**src/cadu_pkg.sv**
```systemverilog
// Package with the shared types and constants of the complex arithmetic unit.
`timescale 1ns / 1ps
package cadu_pkg;

  localparam logic [1:0] OP_ADD = 2'd0;
  localparam logic [1:0] OP_MUL = 2'd1;
  localparam logic [1:0] OP_DIV = 2'd2;

  localparam logic [1:0] ST_OK       = 2'd0;
  localparam logic [1:0] ST_DIV_ZERO = 2'd1;
  localparam logic [1:0] ST_SAT      = 2'd2;

  localparam int WORD_W    = 32;
  localparam int MAG_W     = 64;
  localparam int SUM_W     = 65;
  localparam int QUOT_BITS = 32;

  typedef enum logic [2:0] {
    CLS_ADD,
    CLS_MUL,
    CLS_DIV,
    CLS_DIV_ZERO,
    CLS_NONE
  } op_cls_t;

  typedef struct packed {
    logic [1:0]         req_type;
    logic signed [31:0] a_real;
    logic signed [31:0] a_imag;
    logic signed [31:0] b_real;
    logic signed [31:0] b_imag;
  } req_t;

  typedef struct packed {
    logic signed [31:0] res_real;
    logic signed [31:0] res_imag;
    logic [1:0]         status;
  } res_t;

  typedef struct packed {
    op_cls_t            cls;
    logic signed [31:0] a_real;
    logic signed [31:0] a_imag;
    logic signed [31:0] b_real;
    logic signed [31:0] b_imag;
  } job_t;

endpackage

```
**src/cadu_front.sv**
```systemverilog
// Front end: accepts requests, classifies the operation and queues the jobs.
`timescale 1ns / 1ps
module cadu_front #(
  parameter int QUEUE_DEPTH = 4
) (
  input  logic            clk,
  input  logic            rst_n,
  input  logic            in_valid,
  output logic            in_ready,
  input  cadu_pkg::req_t  in_data,
  output logic            job_valid,
  input  logic            job_ready,
  output cadu_pkg::job_t  job
);

  localparam int PTR_W = (QUEUE_DEPTH > 1) ? $clog2(QUEUE_DEPTH) : 1;
  localparam int CNT_W = $clog2(QUEUE_DEPTH + 1);

  cadu_pkg::job_t       mem_r [QUEUE_DEPTH];
  logic [PTR_W-1:0]     wr_ptr_r, wr_ptr_nxt;
  logic [PTR_W-1:0]     rd_ptr_r, rd_ptr_nxt;
  logic [CNT_W-1:0]     count_r, count_nxt;
  cadu_pkg::job_t       job_new;
  logic                 push;
  logic                 pop;

  always_comb begin
    job_new.a_real = in_data.a_real;
    job_new.a_imag = in_data.a_imag;
    job_new.b_real = in_data.b_real;
    job_new.b_imag = in_data.b_imag;
    case (in_data.req_type)
      cadu_pkg::OP_ADD: job_new.cls = cadu_pkg::CLS_ADD;
      cadu_pkg::OP_MUL: job_new.cls = cadu_pkg::CLS_MUL;
      cadu_pkg::OP_DIV: begin
        if (in_data.b_real == '0 && in_data.b_imag == '0) begin
          job_new.cls = cadu_pkg::CLS_DIV_ZERO;
        end else begin
          job_new.cls = cadu_pkg::CLS_DIV;
        end
      end
      default: job_new.cls = cadu_pkg::CLS_NONE;
    endcase
  end

  assign in_ready  = (count_r != CNT_W'(QUEUE_DEPTH));
  assign job_valid = (count_r != '0);
  assign job       = mem_r[rd_ptr_r];
  assign push      = in_valid && in_ready;
  assign pop       = job_valid && job_ready;

  always_comb begin
    wr_ptr_nxt = wr_ptr_r;
    rd_ptr_nxt = rd_ptr_r;
    count_nxt  = count_r;
    if (push) begin
      wr_ptr_nxt = (wr_ptr_r == PTR_W'(QUEUE_DEPTH - 1)) ? '0 : wr_ptr_r + 1'b1;
    end
    if (pop) begin
      rd_ptr_nxt = (rd_ptr_r == PTR_W'(QUEUE_DEPTH - 1)) ? '0 : rd_ptr_r + 1'b1;
    end
    if (push && !pop) begin
      count_nxt = count_r + 1'b1;
    end else if (pop && !push) begin
      count_nxt = count_r - 1'b1;
    end
  end

  always_ff @(posedge clk) begin
    if (!rst_n) begin
      wr_ptr_r <= '0;
      rd_ptr_r <= '0;
      count_r  <= '0;
    end else begin
      wr_ptr_r <= wr_ptr_nxt;
      rd_ptr_r <= rd_ptr_nxt;
      count_r  <= count_nxt;
    end
  end

  always_ff @(posedge clk) begin
    if (push) begin
      mem_r[wr_ptr_r] <= job_new;
    end
  end

endmodule

```
**config.mk**
```make
export PLATFORM = sky130hd
export DESIGN_NAME = cadu_front
export DESIGN_NICKNAME = d
export VERILOG_FILES = /design/src/cadu_pkg.sv /design/src/cadu_front.sv
export SDC_FILE = /design/constraint.sdc
export NUM_CORES = 1
export LEC_CHECK = 0
export ABC_CLOCK_PERIOD_IN_PS = 7600
export BUFFER_PORTS_ARGS = -buffer_cell sky130_fd_sc_hd__buf_2
export CORE_ASPECT_RATIO = 0.9
export CORE_MARGIN = 2
export CORE_UTILIZATION = 44
export DETAILED_ROUTE_END_ITERATION = 7
export SLEW_MARGIN = 20
export SYNTH_ARGS = -nofsm -noshare
export SYNTH_HDL_FRONTEND = slang
export SYNTH_SLANG_ARGS = --single-unit
```
**constraint.sdc**
```tcl
create_clock -name clk -period 7.6 [get_ports clk]
set_clock_uncertainty 0.2 [all_clocks]
set_input_delay 1.14 -clock clk [delete_from_list [all_inputs] [get_ports clk]]
set_output_delay 1.14 -clock clk [all_outputs]
set_load 0.01 [all_outputs]
```
==> results of run 1 <==
path summary, 6_finish.rpt:
kind	startpoint	to	depth (start not counted)
worst max-delay path	flip-flop	job[77]	3
worst min register to register	rd_ptr_r[1]$_SDFFE_PN0P_	flip-flop	2
worst max register to register	count_r[0]$_SDFFE_PN0P_	mem_r[0][104]$_DFFE_PP_	3
worst min-delay path	rd_ptr_r[1]$_SDFFE_PN0P_	flip-flop	2
layer usage:
metal  routed length, um  part of all wire
met4                 722             0.019
met5                  49            0.0013
met2               18400              0.48
met1               16500              0.43
met3                2720             0.071
per-stage QoR:
step / hold slack, ns / util / cell area (um2) / power (uW) / setup slack, ns
after floorplan: 0.267 / - / 19500 / 4580 / 2.69
after global placement: 0.281 / 0.489 / 21500 / 5080 / 3.82
after detailed placement: 0.289 / 0.489 / 21500 / 5100 / 3.81
after CTS: 0.296 / 0.528 / 23200 / 7610 / 3.17
after global routing: 0.348 / 0.528 / 23200 / 7810 / 3.07
final: 0.290 / 0.528 / 23200 / 7490 / 3.34
kinds of logic (layout without fill, tap and decap cells):
family / after synthesis / after routing
AOI/OAI and AO/OA: 7 / 7
xor gates and xnor gates: 2 / 2
adders and majority gates: 7 / 7
buffers and inverters: 36 / 382
DFF: 533 / 533
muxes: 132 / 132
other: 0 / 4
and+or+nand+nor: 43 / 43
critical path, stage by stage (launching register included):
cell	delay, ns
sky130_fd_sc_hd__dfxtp_4	0.91
sky130_fd_sc_hd__buf_4	0.60
sky130_fd_sc_hd__mux4_2	0.58
sky130_fd_sc_hd__buf_2	0.16
layout make-up:
class	count	area share
diodes	4	0.000431
clock buffers	68	0.0636
clock inverters	32	0.00872
inverters	5	0.000808
multi-input cells	191	0.147
flip-flops and latches	533	0.685
well taps	600	0.0323
repair buffers	277	0.0619
sequential cells by signal (all words and copies together) (netlist names), named ones only:
register and count:
rd_ptr_r 2, count_r 3, mem_r 524, wr_ptr_r 2
report_power, final:
part	internal (uW)	switching, uW
registers	3530	119
logic	632	710
clock network	1440	1060
placed cells by master, fill, tap and decap left out, types with 2 or more instances in the layout:
cell,count
sky130_fd_sc_hd__and3_4,4
sky130_fd_sc_hd__nand2_1,8
sky130_fd_sc_hd__nand4_1,3
sky130_fd_sc_hd__and2_1,2
sky130_fd_sc_hd__bufinv_16,2
sky130_fd_sc_hd__buf_12,2
sky130_fd_sc_hd__clkbuf_16,57
sky130_fd_sc_hd__ha_1,6
sky130_fd_sc_hd__a21boi_0,5
sky130_fd_sc_hd__diode_2,4
sky130_fd_sc_hd__dfxtp_1,7
sky130_fd_sc_hd__nor4_1,13
sky130_fd_sc_hd__mux4_2,131
sky130_fd_sc_hd__clkbuf_1,10
sky130_fd_sc_hd__buf_4,9
sky130_fd_sc_hd__dfxtp_4,2
sky130_fd_sc_hd__buf_2,266
sky130_fd_sc_hd__clkinv_1,13
sky130_fd_sc_hd__clkinv_2,14
sky130_fd_sc_hd__nor4_2,3
sky130_fd_sc_hd__or3_1,4
sky130_fd_sc_hd__nand3_1,2
sky130_fd_sc_hd__clkinvlp_4,2
sky130_fd_sc_hd__inv_1,5
sky130_fd_sc_hd__edfxtp_1,524
==> impl_metrics.json, run 1 <==
{
  "seq_area_frac_synth": 0.815,
  "ctsResizeCount": 0,
  "grt.met3_usage": 0.0464,
  "pin_count_of_the_biggest_net_entering_global_routing": 72,
  "achievable-frequency_mhz": 235,
  "timing.setup.tns_ns": 0,
  "fillers": 3482,
  "place_hpwl_um": 22900,
  "grtUsageMet1": 0.232,
  "synth-warning-count": 0,
  "port_buffers": 266,
  "synth_compound_gate_area_share": 0.00282,
  "placement_rows": 73,
  "final_layout_size_suffix_gt1_frac": 0.448,
  "clock_sinks": 533,
  "synthArstFlopShare": 0,
  "post_drt_via_cell_ratio": 5.18,
  "static-leakage-power_uw": 0.00767,
  "synth_top_cell_area_share": 0.805,
  "slew_headroom": 0.326,
  "cp_data_required_time_ns": 6.26,
  "synth.area.top_cells": "sky130_fd_sc_hd__edfxtp_1 81%, sky130_fd_sc_hd__mux4_2 15%, sky130_fd_sc_hd__dfxtp_1 0.92%, sky130_fd_sc_hd__buf_6 0.52%, sky130_fd_sc_hd__nor4_1 0.42%",
  "grt_setup_unrepaired": "false",
  "final_wtd_congestion": 0.703,
  "ys.flop_type": "sky130_fd_sc_hd__edfxtp_1",
  "seq_area_um2": 15900,
  "area_occupied_by_multi_input_gates_um2": 3420,
  "synth_top_family_by_area": "multiplexers",
  "drt-total-wl_um": 38400,
  "synth.top_cells.by_count": "524 x sky130_fd_sc_hd__edfxtp_1, 131 x sky130_fd_sc_hd__mux4_2, 14 x sky130_fd_sc_hd__buf_2",
  "via_count": 8856,
  "area_growth_syn_to_layout_pct": 18.9,
  "use_met2": 0.260,
  "gr_peak_layer": "met2",
  "post_synth_inst_count": 760,
  "synth_xor_xnor_area_share": 0.000897,
  "worst_setup_path_start_kind": "flip-flop",
  "synth.net_count": 901,
  "hold_path.class": "flip-flop to flip-flop",
  "fin_crit_sh": 0.560,
  "clk_pin_slew_worst_paths_ns": 0.06,
  "post_synth_num_cell_types": 28,
  "tritoncts.num_buffers": 54,
  "grt_pass1_vias": 9257,
  "die_x_um": 226,
  "start_util": 0.444,
  "globalRoute.totalOverflow": 0,
  "vdd_drop_max_mv": 0.188,
  "yosysTopAreaCell": "sky130_fd_sc_hd__edfxtp_1",
  "reg2reg_slack_ns": 4.62,
  "synth.cell_area_um2": 19500,
  "timing_hold_violations_final": 0,
  "synth.ff_latch_count": 533,
  "tightestPinTransition_ns": 1.01,
  "avgSynthCellArea_um2": 25.7,
  "final-instance-count-excl-fill": 1710,
  "fin_crit_ns": 4.26,
  "top_level_ports": 267,
  "setup.worst_path.end_class": "output pin",
  "die_h_um": 204,
  "outcome": "completed",
  "ctsRootBufferMaster": "sky130_fd_sc_hd__clkbuf_16",
  "setup-violations-final": 0,
  "first_pass_grt_wire_length_um": 57400,
  "finish.net_count": 1203,
  "clock_tree.htree_level_count": 2,
  "core_um2": 44000,
  "placed_cells_incl_taps": 1606,
  "worst_skew_pair.late_latency_ns": 0.58,
  "antenna_violations_before_repair": 6,
  "maxCapViolations": 0,
  "synth.most_common_cell": "sky130_fd_sc_hd__edfxtp_1",
  "drtAntennaViolNets": 0,
  "synth_simple_gate_area_share": 0.0138,
  "drtIter0Drc": 601,
  "synth-edff-count": 524,
  "dieArea_um2": 46100,
  "synth_adder_area_share": 0.00487,
  "groute.usage.overall": 0.167,
  "drc_errors": 0,
  "cts.repair_timing.setup_buffer_count": 0,
  "clock_tree_from_tritoncts": "built",
  "slew_violations": 0,
  "power_per_cell_area_nw_per_um2": 322,
  "worstPathArrival_ns": 2.92,
  "timing.critical_path.fanout_max": 42,
  "critPathKind": "flip-flop to output pin",
  "cts-root-to-sink-buffers": 3,
  "postCtsHoldBufs": 0,
  "wl_per_cell_um": 22.4,
  "drt_pre_antenna_iters": 6,
  "synth.mux.area_fraction": 0.152
}
No activity file was read; power rests on OpenSTA's default activity.
==> run 2, diff against run 1 <==
- ABC_AREA: default -> 1
- ABC_CLOCK_PERIOD_IN_PS: 7600 -> 3500
- PLACE_DENSITY: default -> 0.66
- clock period: 7.6 -> 3.5 ns (I/O delays scaled with it)
==> impl_metrics.json, run 2 <==
{
  "synth_xor_xnor_area_share": 0,
  "synth.top_cells.by_count": "524 x sky130_fd_sc_hd__edfxtp_1, 309 x sky130_fd_sc_hd__nor2_1, 220 x sky130_fd_sc_hd__o21ai_0",
  "grt_setup_unrepaired": "false",
  "post_drt_via_cell_ratio": 5.25,
  "max_flop_register": "mem_r",
  "fin_crit_sh": 0.847,
  "port_buffers": 266,
  "final_wtd_congestion": 0.744,
  "power_per_cell_area_nw_per_um2": 729,
  "pin_count_of_the_biggest_net_entering_global_routing": 159,
  "antenna_violations_before_repair": 5,
  "final_common_cell": "sky130_fd_sc_hd__edfxtp_1",
  "yosysTopAreaCell": "sky130_fd_sc_hd__edfxtp_1",
  "post_synth_num_cell_types": 24,
  "seq_area_frac_synth": 0.792,
  "groute.usage.overall": 0.192,
  "synth_top_family_by_area": "compound AO/OA/AOI/OAI gates",
  "worst_skew_pair.late_latency_ns": 0.58,
  "timing.critical_path.slowest_cell_delay_ns": 0.51,
  "drt_pre_antenna_iters": 5,
  "critPathTopFamily": "buffers and inverters",
  "placement_rows": 74,
  "wl_per_cell_um": 19.0,
  "final-instance-count-excl-fill": 2420,
  "synth_compound_gate_area_share": 0.110,
  "final_layout_size_suffix_gt1_frac": 0.200,
  "setup-violations-final": 0,
  "slew_headroom": 0.542,
  "critPathKind": "flip-flop to output pin",
  "setup.worst_path.end_class": "output pin",
  "drt-total-wl_um": 46100,
  "clock_tree.htree_level_count": 2,
  "crit_slowest_cell": "sky130_fd_sc_hd__buf_12",
  "die_x_um": 229,
  "place_hpwl_um": 24900,
  "synth_adder_area_share": 0.00473,
  "drtAntennaViolNets": 0,
  "drtIter0Drc": 980,
  "synth.cell_area_um2": 20100,
  "area_growth_syn_to_layout_pct": 24.5,
  "start_util": 0.444,
  "ctsResizeCount": 0,
  "mostFrequentLayoutCells": "524 x sky130_fd_sc_hd__edfxtp_1, 305 x sky130_fd_sc_hd__nor2_1, 266 x sky130_fd_sc_hd__buf_2",
  "core_um2": 45300,
  "cts-root-to-sink-buffers": 3,
  "dieArea_um2": 47400,
  "avgSynthCellArea_um2": 14.5,
  "slew_violations": 0,
  "grt_pass1_vias": 12300,
  "synth.area.top_cells": "sky130_fd_sc_hd__edfxtp_1 78%, sky130_fd_sc_hd__nor2_1 5.8%, sky130_fd_sc_hd__o21ai_0 5.5%, sky130_fd_sc_hd__o22ai_1 4.1%, sky130_fd_sc_hd__o21ai_1 1.2%",
  "synth_simple_gate_area_share": 0.0632,
  "synth-edff-count": 524,
  "crit_path_cell_trace": "buf_12 > o21ai_0 > o22ai_1 > buf_2",
  "post_synth_inst_count": 1384,
  "fin_crit_ns": 2.96,
  "cts.repair_timing.setup_buffer_count": 0,
  "postCtsHoldBufs": 128,
  "synth.net_count": 1525,
  "placed_cells_incl_taps": 2193,
  "worstPathArrival_ns": 2.24,
  "first_pass_grt_wire_length_um": 70300,
  "tritoncts.num_buffers": 51,
  "synth_top_cell_area_share": 0.783,
  "smallest_hold_slack_ns": 0.0544,
  "outcome": "completed",
  "drc_errors": 0,
  "synth-warning-count": 0,
  "number_of_flip_flops_under_the_largest_register_name": 524,
  "timing.setup.tns_ns": 0,
  "finish.net_count": 1907,
  "globalRoute.totalOverflow": 0,
  "worst_setup_path_start_kind": "flip-flop",
  "hold_path.class": "primary input to flip-flop",
  "top_level_ports": 267,
  "synth.mux.area_fraction": 0,
  "via_count": 12700,
  "synthArstFlopShare": 0,
  "ys.flop_type": "sky130_fd_sc_hd__edfxtp_1",
  "clk_pin_slew_worst_paths_ns": 0.06,
  "worst-path-buf-inv": 2,
  "clock_tree_from_tritoncts": "built",
  "cp_data_required_time_ns": 2.77,
  "tightestPinTransition_ns": 0.687,
  "synth.ff_latch_count": 533,
  "clock_sinks": 533,
  "static-leakage-power_uw": 0.00874,
  "synth.most_common_cell": "sky130_fd_sc_hd__edfxtp_1",
  "achievable-frequency_mhz": 337,
  "maxCapViolations": 0,
  "die_h_um": 207,
  "final_util": 0.552,
  "ctsRootBufferMaster": "sky130_fd_sc_hd__clkbuf_16",
  "biggestRegsByFlops": "mem_r x524, count_r x3",
  "timing.critical_path.fanout_max": 158,
  "vdd_drop_max_mv": 0.500,
  "timing_hold_violations_final": 0
}
-- run 2: final cells by class --
type	instances	area, um2
Antenna cell	4	10.0
Clock buffer	66	1390
Clock inverter	29	275
Fill cell	3600	20300
Inverter	17	73.8
Multi-Input combinational cell	749	3610
Sequential cell	533	15900
Tap cell	608	761
Timing Repair Buffer	414	2980
-- run 2: final timing paths --
check,start,endpoint,slack [ns],cells past startpoint
max,flip-flop,job[20],0.54,4
min,rst_n,wr_ptr_r[0]$_SDFFE_PN0P_,0.05,3
max reg2reg,count_r[0]$_SDFFE_PN0P_,count_r[2]$_SDFFE_PN0P_,1.09,11
min reg2reg,count_r[2]$_SDFFE_PN0P_,count_r[2]$_SDFFE_PN0P_,0.30,2
-- run 2: tightest hold or removal path, delay by kind of cell --
kind,cells,cell delay (ns)
buf+inv,1,0.14
compound gates,1,0.08
simple gates,1,0.04
-- run 2: per-layer routing --
metal	GRT usage	vias up	wire, um
met4	0.0612	4	1040
met1	0.264	6276	20300
met2	0.305	371	21700
met5	0	-	25
met3	0.0440	71	3030
li1	-	5983	-
-- run 2: where the power goes --
group	internal [uW]	total (uW)	switching, uW	leakage [uW]
Sequential	7770	7920	151	0.00488
Combinational	1630	4850	3220	0.00305
Clock	3220	5470	2250	0.000812
Total	12600	18200	5630	0.00874
-- run 2: cells by family (layout without fill, tap and decap cells) --
logic type | Yosys count | in the layout
AND/OR/NAND/NOR | 334 | 334
flip-flops | 533 | 533
AO/OA/AOI/OAI | 408 | 408
buffers and inverters | 102 | 526
adder cells (fa/ha/maj) | 7 | 7
other | 0 | 4
-- run 2: through the flow --
stage	setup slack [ns]	area (um2)	power, uW
global placement	1.04	22100	12700
global route	0.392	25000	19100
CTS	0.483	25000	18400
floorplan	-1.35	20100	11000
detailed placement	1.04	22100	12800
finish	0.537	25000	18200
